===== config.mk =====
export PLATFORM = sky130hd
export DESIGN_NAME = mbss_ring
export DESIGN_NICKNAME = d
export VERILOG_FILES = /design/src/hw/rtl/mbss_pkg.sv /design/src/hw/rtl/mbss_ring.sv
export SDC_FILE = /design/constraint.sdc
export NUM_CORES = 1
export LEC_CHECK = 0
export ABC_CLOCK_PERIOD_IN_PS = 1600
export BUFFER_PORTS_ARGS = -buffer_cell sky130_fd_sc_hd__buf_4
export CORE_ASPECT_RATIO = 0.7
export CORE_MARGIN = 3
export CORE_UTILIZATION = 54
export DETAILED_ROUTE_END_ITERATION = 12
export PLACE_DENSITY = 0.73
export SYNTH_ARGS = -nofsm -noshare
export SYNTH_HDL_FRONTEND = slang
export SYNTH_SLANG_ARGS = --single-unit

===== constraint.sdc =====
create_clock -name clk -period 1.6 [get_ports clk]
set_input_delay 0.08 -clock clk [delete_from_list [all_inputs] [get_ports clk]]
set_output_delay 0.08 -clock clk [all_outputs]
set_load 0.005 [all_outputs]

===== src/hw/rtl/mbss_pkg.sv =====
// Package for the band-limited step synthesizer: step table, types, codes and helpers.
package mbss_pkg;

	localparam int TABLE_LEN = 256;
	localparam int TAB_AW    = $clog2(TABLE_LEN);

	localparam logic CMD_STEP   = 1'b0;
	localparam logic CMD_SAMPLE = 1'b1;

	typedef logic        [63:0] bits_tab_t [TABLE_LEN];
	typedef logic signed [31:0] q_tab_t    [TABLE_LEN];

	// pipeline status toward the sequencer
	typedef struct packed {
		logic busy;
		logic rd_en;
		logic wr_en;
	} pipe_stat_t;

	localparam bits_tab_t BLEP_BITS = '{
		64'h3FF000320C7E95A6, 64'h3FF00049BE220FD5, 64'h3FF0001B92A41ACA, 64'h3FEFFF4425AA9724,
		64'h3FEFFDABDF6CF05C, 64'h3FEFFB5AF233EF1A, 64'h3FEFF837E2AE85F3, 64'h3FEFF4217B80E938,
		64'h3FEFEEECEB4E0444, 64'h3FEFE863A8358B5F, 64'h3FEFE04126292670, 64'h3FEFD63072A0D592,
		64'h3FEFC9C9CD36F56F, 64'h3FEFBA90594BD8C3, 64'h3FEFA7F008BA9F13, 64'h3FEF913BE2A0E0E2,
		64'h3FEF75ACCB01A327, 64'h3FEF5460F06A4E8F, 64'h3FEF2C5C0389BD3C, 64'h3FEEFC8859BF6BCB,
		64'h3FEEC3B916FD8D19, 64'h3FEE80AD74F0AD16, 64'h3FEE32153552E2C7, 64'h3FEDD69643CB9778,
		64'h3FED6CD380FFA864, 64'h3FECF374A4D2961A, 64'h3FEC692F19B34E54, 64'h3FEBCCCFA695DD5C,
		64'h3FEB1D44B168764A, 64'h3FEA59A8D8E4527F, 64'h3FE9814D9B10A9A3, 64'h3FE893C5B62135F2,
		64'h3FE790EEEBF9DABD, 64'h3FE678FACDEE27FF, 64'h3FE54C763699791A, 64'h3FE40C4F1B1EB7A3,
		64'h3FE2B9D863D4E0F3, 64'h3FE156CB86586B0B, 64'h3FDFCA8F5005B828, 64'h3FDCCF9C3F455DAC,
		64'h3FD9C2787F20D06E, 64'h3FD6A984CAD0F3E5, 64'h3FD38BB0C452732E, 64'h3FD0705EC7135366,
		64'h3FCABE86754E238F, 64'h3FC4C0801A6E9A04, 64'h3FBDECF490C5EA17, 64'h3FB2DFFACE9CE44B,
		64'h3FA0EFD4449F4620, 64'hBF72F4A65E22806D, 64'hBFA3F872D761F927, 64'hBFB1D89F0FD31F7C,
		64'hBFB8B1EA652EC270, 64'hBFBE79B82A37C92D, 64'hBFC1931B697E685E, 64'hBFC359383D4C8ADA,
		64'hBFC48F3BFF81B06B, 64'hBFC537BBA8D6B15C, 64'hBFC557CEF2168326, 64'hBFC4F6F781B3347A,
		64'hBFC41EF872F0E009, 64'hBFC2DB9F119D54D3, 64'hBFC13A7E196CB44F, 64'hBFBE953A67843504,
		64'hBFBA383D9C597E74, 64'hBFB57FBD67AD55D6, 64'hBFB08E18234E5CB3, 64'hBFA70B06D699FFD1,
		64'hBF9A1CFB65370184, 64'hBF7B2CEB901D2067, 64'h3F86D5DE2C267C78, 64'h3F9C1D9EF73F384D,
		64'h3FA579C530950503, 64'h3FABD1E5FFF9B1D0, 64'h3FB07DCDC3A4FB5B, 64'h3FB2724A856EEC1B,
		64'h3FB3C1F7199FC822, 64'h3FB46D0979F5043B, 64'h3FB47831387E0110, 64'h3FB3EC4A58A3D527,
		64'h3FB2D5F45F8889B3, 64'h3FB145113E25B749, 64'h3FAE9860D18779BC, 64'h3FA9FFD5F5AB96EA,
		64'h3FA4EC6C4F47777E, 64'h3F9F16C5B2604C3A, 64'h3F9413D801124DB7, 64'h3F824F668CBB5BDF,
		64'hBF55B3FA2EE30D66, 64'hBF86541863B38183, 64'hBF94031BBBD551DE, 64'hBF9BAFC27DC5E769,
		64'hBFA102B3683C57EC, 64'hBFA3731E608CC6E4, 64'hBFA520C9F5B5DEBD, 64'hBFA609DC89BE6ECE,
		64'hBFA632B83BC5F52F, 64'hBFA5A58885841AD4, 64'hBFA471A5D2FF02F3, 64'hBFA2AAD5CD0377C7,
		64'hBFA0686FFE4B9B05, 64'hBF9B88DE413ACB69, 64'hBF95B4EF6D93F1C5, 64'hBF8F1B72860B27FA,
		64'hBF8296A865CDF612, 64'hBF691BEEDABE928B, 64'h3F65C04E6AF9D4F1, 64'h3F8035D8FFCDB0F8,
		64'h3F89BED23C431BE3, 64'h3F90E737811A1D21, 64'h3F941C2040BD7CB1, 64'h3F967046EC629A09,
		64'h3F97DE27ECE9ED89, 64'h3F98684DE31E7040, 64'h3F9818C4B07718FA, 64'h3F97005261F91F60,
		64'h3F95357FDD157646, 64'h3F92D37C696C572A, 64'h3F8FF1CFF2BEECB5, 64'h3F898D20C7A72AC4,
		64'h3F82BC5B3B0AE2DF, 64'h3F7784A1B8E9E667, 64'h3F637BB14081726B, 64'hBF4B2DACA70C60A9,
		64'hBF6EFB00AD083727, 64'hBF7A313758DC6AE9, 64'hBF819D6A99164BE0, 64'hBF8533F57533403B,
		64'hBF87CD120DB5D340, 64'hBF89638549CD25DE, 64'hBF89FB8B8D37B1BB, 64'hBF89A21163F9204E,
		64'hBF886BA8931297D4, 64'hBF8673477783D71E, 64'hBF83D8E1CB165DB8, 64'hBF80BFEA7216142A,
		64'hBF7A9B9BC2E40EBF, 64'hBF7350E806435A7E, 64'hBF67D35D3734AB5E, 64'hBF52ADE8FEAB8DB9,
		64'h3F415669446478E4, 64'h3F60C56A092AFB48, 64'h3F6B9F4334A4561F, 64'h3F724FB908FD87AA,
		64'h3F75CC56DFE382EA, 64'h3F783A0C23969A7B, 64'h3F799833C40C3B82, 64'h3F79F02721981BF3,
		64'h3F7954212AB35261, 64'h3F77DDE0C5FC15C9, 64'h3F75AD1C98FE0777, 64'h3F72E5DACC0849F2,
		64'h3F6F5D7E69DFDE1B, 64'h3F685EC2CA09E1FD, 64'h3F611D750E54DF3A, 64'h3F53C6E392A46D17,
		64'h3F37A046885F3365, 64'hBF3BB034D2EE45C2, 64'hBF5254267B04B482, 64'hBF5C0516F9CECDC6,
		64'hBF61E5736853564D, 64'hBF64C464B9CC47AB, 64'hBF669C1AEF258F56, 64'hBF67739985DD0E60,
		64'hBF675AFD6446395B, 64'hBF666A0C909B4F78, 64'hBF64BE9879A7A07B, 64'hBF627AC74B119DBD,
		64'hBF5F86B04069DC9B, 64'hBF597BE8F754AF5E, 64'hBF531F3EAAE9A1B1, 64'hBF496D3DE6AD7EA3,
		64'hBF3A05FFDE4670CF, 64'hBF06DF95C93A85CA, 64'h3F31EE2B2C6547AC, 64'h3F41E694A378C129,
		64'h3F4930BF840E23C9, 64'h3F4EBB5D05A0D47D, 64'h3F51404DA0539855, 64'h3F524698F56B3F33,
		64'h3F527EF85309E28F, 64'h3F51FE70FE2513DE, 64'h3F50DF1642009B74, 64'h3F4E7CDA93517CAE,
		64'h3F4A77AE24F9A533, 64'h3F45EE226AA69E10, 64'h3F411DB747374F52, 64'h3F387F39D229D97F,
		64'h3F2E1B3D39AF5F8B, 64'h3F18F557BB082715, 64'hBEFAC04896E68DDB, 64'hBF20F5BC77DF558A,
		64'hBF2C1B6DF3EE94A4, 64'hBF3254602A816876, 64'hBF354E90F6EAC26B, 64'hBF3709F2E5AF1624,
		64'hBF379FCCB331CE8E, 64'hBF37327192ADDAD3, 64'hBF35EA998A894237, 64'hBF33F4C4977B3489,
		64'hBF317EC5F68E887B, 64'hBF2D6B1F793EB773, 64'hBF2786A226B076D9, 64'hBF219BE6CEC2CA36,
		64'hBF17D7F36D2A3A18, 64'hBF0AAEC5BBAB42AB, 64'hBEF01818DC224040, 64'h3EEF2F6E21093846,
		64'h3F049D6E0060B71F, 64'h3F0E598CCAFABEFD, 64'h3F128BC14BE97261, 64'h3F148703BC70EF6A,
		64'h3F1545E1579CAA25, 64'h3F14F7DDF5F8D766, 64'h3F13D10FF9A1BE0C, 64'h3F1206D5738ECE3A,
		64'h3F0F99F6BF17C5D4, 64'h3F0AA6D7EA524E96, 64'h3F0588DDF740E1F4, 64'h3F0086FB6FEA9839,
		64'h3EF7B28F6D6F5EED, 64'h3EEEA300DCBAF74A, 64'h3EE03F904789777C, 64'h3EC1BFEB320501ED,
		64'hBEC310D8E585A031, 64'hBED6F55ECA7E151F, 64'hBEDFDAA5DACDD0B7, 64'hBEE26944F3CF6E90,
		64'hBEE346894453BD1F, 64'hBEE2E099305CD5A8, 64'hBEE190385A7EA8B2, 64'hBEDF4D5FA2FB6BA2,
		64'hBEDAD4F371257BA0, 64'hBED62A9CDEB0AB32, 64'hBED1A6DF97B88316, 64'hBECB100096894E58,
		64'hBEC3E8A76257D275, 64'hBEBBF6C29A5150C9, 64'hBEB296292998088E, 64'hBEA70A10498F0E5E,
		64'hBE99E52D02F887A1, 64'hBE88C17F4066D432, 64'hBE702A716CFF56CA, 64'h3E409F820F781F78,
		64'h3E643EA99B770FE7, 64'h3E67DE40CDE0A550, 64'h3E64F4D534A2335C, 64'h3E5F194536BDDF7A,
		64'h3E5425CEBE1FA40A, 64'h3E46D7B7CC631E73, 64'h3E364746B6582E54, 64'h3E21FC07B13031DE,
		64'h3E064C3D91CF7665, 64'h3DE224F901A0AFC7, 64'h3DA97D57859C74A4, 64'h0000000000000000
	};

	// IEEE double pattern to Q2.30, round half away from zero, saturating
	function automatic logic signed [31:0] to_q230(input logic [63:0] b);
		int          e;
		int          sh;
		logic [63:0] m;
		logic [63:0] mag;
		logic [31:0] mag32;
		e = int'(b[62:52]);
		m = {11'd0, 1'b1, b[51:0]};
		mag = 64'd0;
		if (e == 0) begin
			return 32'sd0;
		end
		if (e == 2047 || e >= 1045) begin
			mag = 64'h7FFF_FFFF;
		end else begin
			sh = 1045 - e;
			if (sh >= 60) begin
				mag = 64'd0;
			end else begin
				mag = (m + (64'd1 << (sh - 1))) >> sh;
			end
			if (mag > 64'h7FFF_FFFF) begin
				mag = 64'h7FFF_FFFF;
			end
		end
		mag32 = mag[31:0];
		return b[63] ? $signed(-mag32) : $signed(mag32);
	endfunction

	function automatic q_tab_t build_blep();
		q_tab_t t;
		for (int k = 0; k < TABLE_LEN; k++) begin
			t[k] = to_q230(BLEP_BITS[k]);
		end
		return t;
	endfunction

	localparam q_tab_t BLEP_Q = build_blep();

	function automatic logic signed [31:0] sat32(input logic signed [34:0] v);
		if (v > 35'sd2147483647) begin
			return 32'sh7FFF_FFFF;
		end
		if (v < -35'sd2147483648) begin
			return 32'sh8000_0000;
		end
		return v[31:0];
	endfunction

endpackage


===== src/hw/rtl/mbss_ring.sv =====
// Correction ring: synchronous memory with per-entry valid bits, registered read.
module mbss_ring import mbss_pkg::*; #(
	parameter int TAPS = 16,
	localparam int AW = $clog2(TAPS)
) (
	input  logic                 clk,
	input  logic                 arst_n,
	input  logic                 rd_en,
	input  logic [AW-1:0]        rd_addr,
	output logic signed [31:0]   rd_data,
	input  logic                 wr_en,
	input  logic [AW-1:0]        wr_addr,
	input  logic signed [31:0]   wr_data
);

	logic signed [31:0] mem [TAPS];
	logic [TAPS-1:0]    valid_q;
	logic signed [31:0] rd_word_q;
	logic               rd_valid_q;

	always_ff @(posedge clk) begin
		if (wr_en) begin
			mem[wr_addr] <= wr_data;
		end
		if (rd_en) begin
			rd_word_q <= mem[rd_addr];
		end
	end

	always_ff @(posedge clk or negedge arst_n) begin
		if (!arst_n) begin
			valid_q    <= '0;
			rd_valid_q <= 1'b0;
		end else begin
			if (wr_en) begin
				valid_q[wr_addr] <= 1'b1;
			end
			if (rd_en) begin
				rd_valid_q <= valid_q[rd_addr];
			end
		end
	end

	assign rd_data = rd_valid_q ? rd_word_q : 32'sd0;

endmodule


==> flow_summary.json, run 1 <==
{
  "status": "complete, but fails checks",
  "violations": "negative setup slack",
  "worstPathRequired_ns": 1.91,
  "ys_types": 18,
  "worst_ep_arrival_time_ns": 1.95,
  "synth_top_family_by_area": "multiplexers",
  "maxSlewViolCount": 0,
  "fin_crit_ns": 1.64,
  "htree_num_levels": 2,
  "die-area_um2": 41600,
  "clock-root-buffer": "clkbuf_16",
  "endpoint_kind": "register",
  "fp.dieH_um": 172,
  "p_leak_nw": 8.17,
  "fmax_mhz": 609,
  "finalHoldViolCount": 0,
  "nets": 1070,
  "crit_fanout": 1,
  "antenna_found_initial": 1,
  "grt_overflow": 0,
  "max-cap-violations": 0,
  "pre_cts_ws_ns": -0.296,
  "grt_setup_unrepaired": "yes",
  "max_slew_margin_pct": 49.3,
  "synthXorXnorAreaFrac_pct": 0,
  "cp-start-kind": "register",
  "cts_buffer_depth": 3,
  "wl_mm": 44.5,
  "grt_pass1_wl_mm": 67.1,
  "min_period_over_period_pct": 103,
  "timing.hold.ws_ns": 0.0616,
  "cts.sinks": 561,
  "mostFrequentLayoutCells": "edfxtp_1 (544), mux4_2 (164), buf_4 (97)",
  "core_um2": 37900,
  "cts_setup_buffers": 0,
  "layout_commonest_cell": "edfxtp_1",
  "ys_seq_elements": 561,
  "skew_ns": 0.0137,
  "die_width_um": 242,
  "syn_avg_cell_area_um2": 25.1,
  "ant_nets": 0,
  "ir_drop_v": 0.00104,
  "worstMarginPinSlew_ns": 0.758,
  "cts_inserted_buffers": 49,
  "power_mw": 31.2,
  "powerDensity_nw_per_um2": 1230,
  "ys_warn_count": 0,
  "worstSkewPairLatency_ns": 0.58,
  "yosys.area.top_type": "edfxtp_1",
  "synth-compound-area-share_pct": 0,
  "fin_area_um2": 25300,
  "syn_nets": 885,
  "initial_utilization_pct": 55.8,
  "met3_length_mm": 3.46,
  "synth_area_leaders": "edfxtp_1 (77%), mux4_2 (17%), dfrtp_1 (2.0%), and2_1 (0.95%), buf_6 (0.48%)",
  "setup_viol": 7,
  "gp_congestion": 0.720,
  "layout_setup_ws_ns": -0.0433,
  "wl_per_cell_um": 28.0,
  "drtIter0Drc": 1011,
  "tns_ns": -0.112,
  "netlist_instances": 841,
  "synth-simple-area-share_pct": 1.94,
  "pin_count": 76,
  "routed_via_density": 6.08,
  "synthAdderAreaFrac_pct": 0,
  "hold_path_class": "input pin to register",
  "met1_length_mm": 18.9,
  "yosys.area.top_type_share_pct": 77.3,
  "rows": 59,
  "syn2layout_area_growth_pct": 19.6,
  "syn_area_um2": 21100,
  "cts_tree": "done",
  "clkSlewWorstSetupHoldPaths_ns": 0.07,
  "grt_max_degree": 32,
  "dr.pass1.iters": 5,
  "path_class": "register to register",
  "drive_gt1_share_pct": 40.5,
  "vias": 9636,
  "yosysSeqAreaShare_pct": 79.3,
  "routed.top_layer": "met4",
  "track_usage_pct": 22.2,
  "wl_met2_mm": 21.4,
  "synth_mux_area_share_pct": 17.7,
  "grt_pass1_vias": 10000,
  "io_buffers": 75,
  "hpwlAfterDp_mm": 24.8,
  "drc_errors": 0,
  "postPlaceCellArea_um2": 23200
}
cell families (layout without fill, tap and decap cells):
family,after synthesis,count (layout)
buffers and inverters,41,267
flip-flops,561,561
multiplexers,168,168
other,0,1
AND/OR/NAND/NOR,71,71
critical path, stage by stage (launching register included):
cell,delay (ns)
edfxtp_1,0.39
mux4_2,0.50
mux4_2,0.50
metal layers:
metal,vias up,GRT usage (%)
li1,3983,-
met1,5198,33.5
met2,393,35.1
met3,62,3.54
met4,0,5.14
met5,-,0
through the flow:
stage / util, % / instances
after global placement: 61.2 / 1457
after floorplan: - / 841
after global routing: 66.7 / 1585
after detailed placement: 61.2 / 1457
after CTS: 66.6 / 1584
final: 66.8 / 1586
Yosys cell counts:
library cell,count
and2_1,32
buf_1,6
buf_2,7
buf_6,9
clkbuf_1,19
dfrtp_1,17
edfxtp_1,544
mux2_2,1
mux2i_1,3
mux4_2,164
nand2_1,1
nand2b_1,2
nand3_1,1
nand3b_1,2
nor2_1,12
nor3_1,4
or2_2,16
or3b_2,1
path summary, 6_finish.rpt:
kind                       cells past startpoint            end  slack, ns         from
setup / recovery                               2  rd_word_q[21]      -0.04  mem[14][21]
hold / removal                                 2  rd_word_q[27]       0.06   rd_addr[3]
setup reg to reg                               2  rd_word_q[21]      -0.04  mem[14][21]
hold reg to reg                                1     valid_q[6]       0.46   valid_q[6]
max in group asynchronous                      3     rd_valid_q       0.41       arst_n
min in group asynchronous                      3     valid_q[9]       0.66       arst_n
cell type report:
type	instances	area, um^2
fillers	2310	12600
diodes	1	2.50
clock inverters	33	364
repair buffers	175	1880
well taps	518	648
clock buffers	59	1280
multi-input cells	239	4340
flip-flops and latches	561	16800
sequential cells by signal (all words and copies together) (netlist names):
name        cells
rd_word_q      32
mem           512
rd_valid_q      1
valid_q        16
power breakdown:
part	switching, mW	internal (mW)	total, mW
clock	5.25	6.91	12.2
sequential	0.141	16.6	16.7
combinational	1.07	1.27	2.35
repair_timing:
| item | CTS | global route |
|---|---|---|
| gates resized for setup | 8 | 21 |
| hold buffers | 35 | 0 |
| endpoints found under the hold margin | 543 | 0 |
| gates cloned | 0 | 1 |
| endpoints found under the setup margin | 35 | 42 |
(Power assumes the default switching activity.)
==> run 2, diff against run 1 <==
--- a/config.mk
+++ b/config.mk
@@ -12,6 +12,7 @@
 export CORE_UTILIZATION = 54
 export DETAILED_ROUTE_END_ITERATION = 12
 export PLACE_DENSITY = 0.73
+export SETUP_SLACK_MARGIN = 0.3
 export SYNTH_ARGS = -nofsm -noshare
 export SYNTH_HDL_FRONTEND = slang
 export SYNTH_SLANG_ARGS = --single-unit
==> flow_summary.json, run 2 (synthesis gave the netlist of run 1 again) <==
{
  "core_um2": 37900,
  "clkSlewWorstSetupHoldPaths_ns": 0.06,
  "wl_per_cell_um": 29.6,
  "seqPwrFrac_pct": 53.0,
  "p_leak_nw": 8.29,
  "clock-root-buffer": "clkbuf_16",
  "final_cell_count_no_fill": 1587,
  "ir_drop_v": 0.000983,
  "cts_tree": "done",
  "endpoint_kind": "register",
  "initial_utilization_pct": 55.8,
  "timing.hold.ws_ns": 0.0852,
  "path_class": "register to register",
  "syn2layout_area_growth_pct": 21.1,
  "ant_nets": 0,
  "maxSlewViolCount": 0,
  "hold_path_class": "input pin to register",
  "path_cells": "mux4_2 -> mux4_2",
  "power_mw": 31.5,
  "reg.largest.list": "mem (512), rd_word_q (32), valid_q (16)",
  "worstSkewPairLatency_ns": 0.58,
  "rows": 59,
  "p_int_mw": 25.0,
  "crit_fanout": 1,
  "skew_ns": 0.0145,
  "max_slew_margin_pct": 75.4,
  "hpwlAfterDp_mm": 26.0,
  "grt_overflow": 0,
  "min_period_over_period_pct": 105,
  "die-area_um2": 41600,
  "cts.sinks": 561,
  "layout_setup_ws_ns": -0.0789,
  "setup_viol": 28,
  "critPathBufInv": 0,
  "cts_buffer_depth": 3,
  "grt_pass1_wl_mm": 68.9,
  "crit_top_cell": "mux4_2",
  "pin_count": 76,
  "clkPwrFrac_pct": 38.6,
  "violations": "negative setup slack",
  "drtIter0Drc": 1039,
  "fp.dieH_um": 172,
  "powerDensity_nw_per_um2": 1230,
  "layout_commonest_cell": "edfxtp_1",
  "drive_gt1_share_pct": 42.1,
  "dp_cells": 1455,
  "pre_cts_ws_ns": -0.262,
  "fin_crit_ns": 1.68,
  "multi_input_area_um2": 4380,
  "max-cap-violations": 0,
  "top_register": "mem",
  "switchingPower_mw": 6.50,
  "mostFrequentLayoutCells": "edfxtp_1 (544), mux4_2 (164), buf_4 (69)",
  "cpPeakStageDelay_ns": 0.53,
  "antenna_found_initial": 0,
  "largest_register_ffs": 512,
  "pwr-share-comb_pct": 8.4,
  "crit_family": "multiplexers",
  "swShare_pct": 20.6,
  "worstPathRequired_ns": 1.91,
  "die_width_um": 242,
  "ff_latch_area_um2": 16800,
  "io_buffers": 75,
  "antennaDiodeCount": 0,
  "cp-start-kind": "register",
  "worstMarginPinSlew_ns": 0.368,
  "worst_ep_arrival_time_ns": 1.99,
  "dr.pass1.iters": 5,
  "cts_inserted_buffers": 50,
  "grt_max_degree": 34,
  "drc_errors": 0,
  "grt_setup_unrepaired": "yes",
  "track_usage_pct": 23.0,
  "fmax_mhz": 596,
  "regToRegSetupSlack_ns": -0.08,
  "finalHoldViolCount": 0,
  "routed_via_density": 6.21,
  "gp_congestion": 0.727,
  "nFillCells": 2310,
  "nets": 1074,
  "worst_path_max_delay_cell": "mux4_2",
  "status": "complete, but fails checks",
  "vias": 9849,
  "wl_mm": 47.0,
  "grt_pass1_vias": 10100,
  "htree_num_levels": 2
}
run 2: power groups by stage:
| stage | combinational, mW | clock (mW) | sequential [mW] |
|---|---|---|---|
| floorplan | 1.16 | 0 | 16.9 |
| global placement | 2.14 | 0 | 17.0 |
| detailed placement | 2.19 | 0 | 17.0 |
| CTS | 2.47 | 12.3 | 16.7 |
| global route | 2.82 | 13.0 | 16.7 |
| finish | 2.64 | 12.2 | 16.7 |
run 2: metal layers:
layer  track usage, %  share of wire (%)
met5                0                  0
met4             5.59                1.9
met3             5.30                 10
met2             35.6                 48
met1             34.2                 40
run 2: area by class of cell:
type,count,area share (%)
multi-input cells,239,17.1
flip-flops and latches,561,65.5
clock buffers,59,5.14
well taps,518,2.53
clock inverters,32,1.38
repair buffers,178,8.32
run 2: path summary, 6_finish.rpt:
| path | from | end | cells past startpoint |
|---|---|---|---|
| setup / recovery | mem[11][18] | rd_word_q[18] | 2 |
| hold / removal | rd_addr[3] | rd_word_q[24] | 2 |
| setup reg to reg | mem[11][18] | rd_word_q[18] | 2 |
| hold reg to reg | valid_q[14] | valid_q[14] | 1 |
| max in group asynchronous | arst_n | rd_valid_q | 3 |
| min in group asynchronous | arst_n | valid_q[12] | 3 |
run 2: through the flow:
stage	setup TNS, ns	util, %	instance area [um^2]
finish	-0.434	67.6	25600
global route	-1.86	67.6	25600
CTS	-0.225	67.3	25500
detailed placement	-7.10	61.6	23300
global placement	-6.44	61.6	23300
floorplan	-18.30	-	21400
run 2: worst register-to-register path, stage by stage, from the launching register on:
cell and delay (ns):
edfxtp_1 0.42, mux4_2 0.53, mux4_2 0.47
run 2: timing repair:
item / CTS / global route
endpoints found under the hold margin: 540 / 17
buffers inserted: 3 / 1
pin swaps: 5 / 0
endpoints found under the setup margin: 65 / 73
cloned: 0 / 2
resized for setup: 36 / 24
hold buffers: 35 / 1
==> run 3, diff against run 2 <==
--- a/config.mk
+++ b/config.mk
@@ -5,13 +5,14 @@
 export SDC_FILE = /design/constraint.sdc
 export NUM_CORES = 1
 export LEC_CHECK = 0
+export ABC_AREA = 1
 export ABC_CLOCK_PERIOD_IN_PS = 1600
-export BUFFER_PORTS_ARGS = -buffer_cell sky130_fd_sc_hd__buf_4
 export CORE_ASPECT_RATIO = 0.7
 export CORE_MARGIN = 3
 export CORE_UTILIZATION = 54
 export DETAILED_ROUTE_END_ITERATION = 12
-export PLACE_DENSITY = 0.73
+export DONT_BUFFER_PORTS = 1
+export PLACE_DENSITY = 0.71
 export SETUP_SLACK_MARGIN = 0.3
 export SYNTH_ARGS = -nofsm -noshare
 export SYNTH_HDL_FRONTEND = slang
==> flow_summary.json, run 3 <==
{
  "status": "complete, but fails checks",
  "fin_crit_ns": 1.47,
  "pin_count": 76,
  "ir_drop_v": 0.000794,
  "drive_gt1_share_pct": 8.46,
  "mostFrequentLayoutCells": "edfxtp_1 (544), nor2_1 (385), o21ai_0 (148)",
  "fmax_mhz": 682,
  "largest_register_ffs": 512,
  "seqPwrFrac_pct": 56.4,
  "max-cap-violations": 0,
  "nFillCells": 2997,
  "skew_ns": 0.0159,
  "wl_mm": 49.8,
  "io_buffers": 0,
  "syn_nets": 1731,
  "cts.sinks": 561,
  "p_leak_nw": 8.26,
  "cp-start-kind": "register",
  "clkPwrFrac_pct": 37.8,
  "die-area_um2": 43300,
  "grt_pass1_wl_mm": 76.1,
  "finalHoldViolCount": 33,
  "clkSlewWorstSetupHoldPaths_ns": 0.06,
  "violations": "negative hold slack",
  "drc_errors": 0,
  "ys_warn_count": 0,
  "synth.most_common_cell": "edfxtp_1",
  "track_usage_pct": 23.0,
  "wl_per_cell_um": 21.8,
  "synth_ff_type": "edfxtp_1",
  "max_slew_margin_pct": 44.0,
  "fp.dieH_um": 175,
  "multi_input_area_um2": 4730,
  "yosys.area.top_type_share_pct": 74.2,
  "tns_ns": 0,
  "pwr-share-comb_pct": 5.7,
  "clock-root-buffer": "clkbuf_16",
  "powerDensity_nw_per_um2": 1190,
  "min_period_over_period_pct": 91.7,
  "rows": 61,
  "core_um2": 40000,
  "cts_buffer_depth": 3,
  "vias": 13500,
  "syn_area_um2": 22000,
  "hold_path_class": "input pin to register",
  "top_register": "mem",
  "grt_setup_unrepaired": "yes",
  "routed_via_density": 5.91,
  "gp_congestion": 0.757,
  "nets": 1754,
  "worst_ep_arrival_time_ns": 1.39,
  "setup_viol": 0,
  "dr.pass1.iters": 5,
  "ff_latch_area_um2": 16800,
  "ctsHoldBuffers": 36,
  "ys_seq_elements": 561,
  "switchingPower_mw": 6.29,
  "grt_max_degree": 266,
  "maxSlewViolCount": 0,
  "utilization_pct": 62.3,
  "syn2layout_area_growth_pct": 13.1,
  "netlist_instances": 1687,
  "p_int_mw": 23.3,
  "layout_commonest_cell": "edfxtp_1",
  "ys_types": 16,
  "worstPathRequired_ns": 1.52,
  "worstSkewPairLatency_ns": 0.58,
  "initial_utilization_pct": 55.1,
  "grt_pass1_vias": 12700,
  "ys_async_sr_fraction_pct": 3.03,
  "htree_num_levels": 2,
  "reg.largest.list": "mem (512), rd_word_q (32), valid_q (16)",
  "timing.hold.ws_ns": -0.179,
  "crit_fanout": 24,
  "drtIter0Drc": 1528,
  "path_class": "register to output port",
  "yosysSeqAreaShare_pct": 76.1,
  "hpwlAfterDp_mm": 25.8,
  "swShare_pct": 21.3,
  "antenna_found_initial": 3,
  "die_width_um": 247,
  "synth_area_leaders": "edfxtp_1 (74%), nor2_1 (6.9%), o211ai_1 (4.4%), o21ai_0 (3.4%), o21ai_1 (2.5%)",
  "cts_inserted_buffers": 51,
  "cts_tree": "done",
  "grt_overflow": 0,
  "ant_nets": 0,
  "syn_avg_cell_area_um2": 13.1,
  "yosys-top-cells-count": "edfxtp_1 (544), nor2_1 (402), o21ai_0 (148), o211ai_1 (128), o21ai_1 (108)",
  "yosys.area.top_type": "edfxtp_1",
  "endpoint_kind": "output port",
  "worstMarginPinSlew_ns": 0.837,
  "synth_edf_count": 544
}
==> run 3: cell count changes in the layout (fill, tap and decap cells not counted), sizes merged, moves of 32 or more <==
cell / previous run / this run
o21ai: 0 / 256
o211ai: 0 / 128
nand3: 1 / 78
nor2: 12 / 402
and2: 32 / 0
buf: 141 / 48
inv: 0 / 40
mux4: 164 / 0
nand2: 1 / 94
==> run 3: final cells by class <==
| cell class | count | area share, % |
|---|---|---|
| Multi-Input combinational cell | 974 | 19.0 |
| Clock inverter | 26 | 0.598 |
| Inverter | 40 | 0.633 |
| Timing Repair Buffer | 82 | 4.35 |
| Sequential cell | 561 | 67.3 |
| Antenna cell | 1 | 0.0100 |
| Clock buffer | 67 | 5.45 |
| Tap cell | 535 | 2.69 |
==> run 3: worst paths after layout <==
path,endpoint,startpoint,slack [ns],depth (start not counted)
hold / removal,rd_word_q[7],rd_addr[2],-0.18,3
setup reg to reg,rd_word_q[27],mem[5][27],0.32,6
min in group asynchronous,valid_q[10],arst_n,0.06,1
max in group asynchronous,rd_valid_q,arst_n,0.97,1
setup / recovery,rd_data[13],rd_valid_q,0.13,3
hold reg to reg,valid_q[0],valid_q[0],0.47,1
==> run 3: layer usage <==
layer	wire, um	track usage (%)	up-vias
met1	22900	36.7	6715
met5	21	0	-
li1	-	-	6169
met3	3970	3.85	81
met2	22000	33.6	543
met4	985	5.37	4
==> run 3: repair_timing <==
action / in CTS / in global routing
endpoints found under the hold margin: 594 / 33
buffers inserted: 1 / 0
endpoints found under the setup margin: 32 / 39
resized for setup: 0 / 4
pin swaps: 0 / 6
==> run 3: worst max-delay path, stage by stage (launching register included) <==
cell and delay, ns:
dfrtp_2 0.39, buf_12 0.20, nand2_1 0.12, inv_1 0.09
==> run 3: cell families after synthesis <==
| kind of cell | after synthesis | synth area share, % |
|---|---|---|
| AOI/OAI and AO/OA | 384 | 10.2 |
| buffers and inverters | 152 | 3.03 |
| DFF | 561 | 76.1 |
| and+or+nand+nor | 590 | 10.7 |
==> run 3: power groups by stage <==
stage	clock network [mW]	logic, mW	registers [mW]
floorplan	0	1.15	17.0
CTS	11.4	1.71	16.7
finish	11.2	1.69	16.7
detailed placement	0	1.38	17.0
global placement	0	1.34	17.0
global route	11.9	1.88	16.7
==> run 3: through the flow <==
step	setup slack, ns	hold WS [ns]	cell area (um^2)	power, mW	instances
after detailed placement	0.279	-0.215	23000	18.4	2155
after CTS	0.102	-0.193	24900	29.7	2285
after global placement	0.308	-0.215	23000	18.3	2155
after global routing	0.0651	-0.180	24900	30.5	2286
final	0.133	-0.179	24900	29.6	2286
after floorplan	0.00551	-0.216	22100	18.1	1687
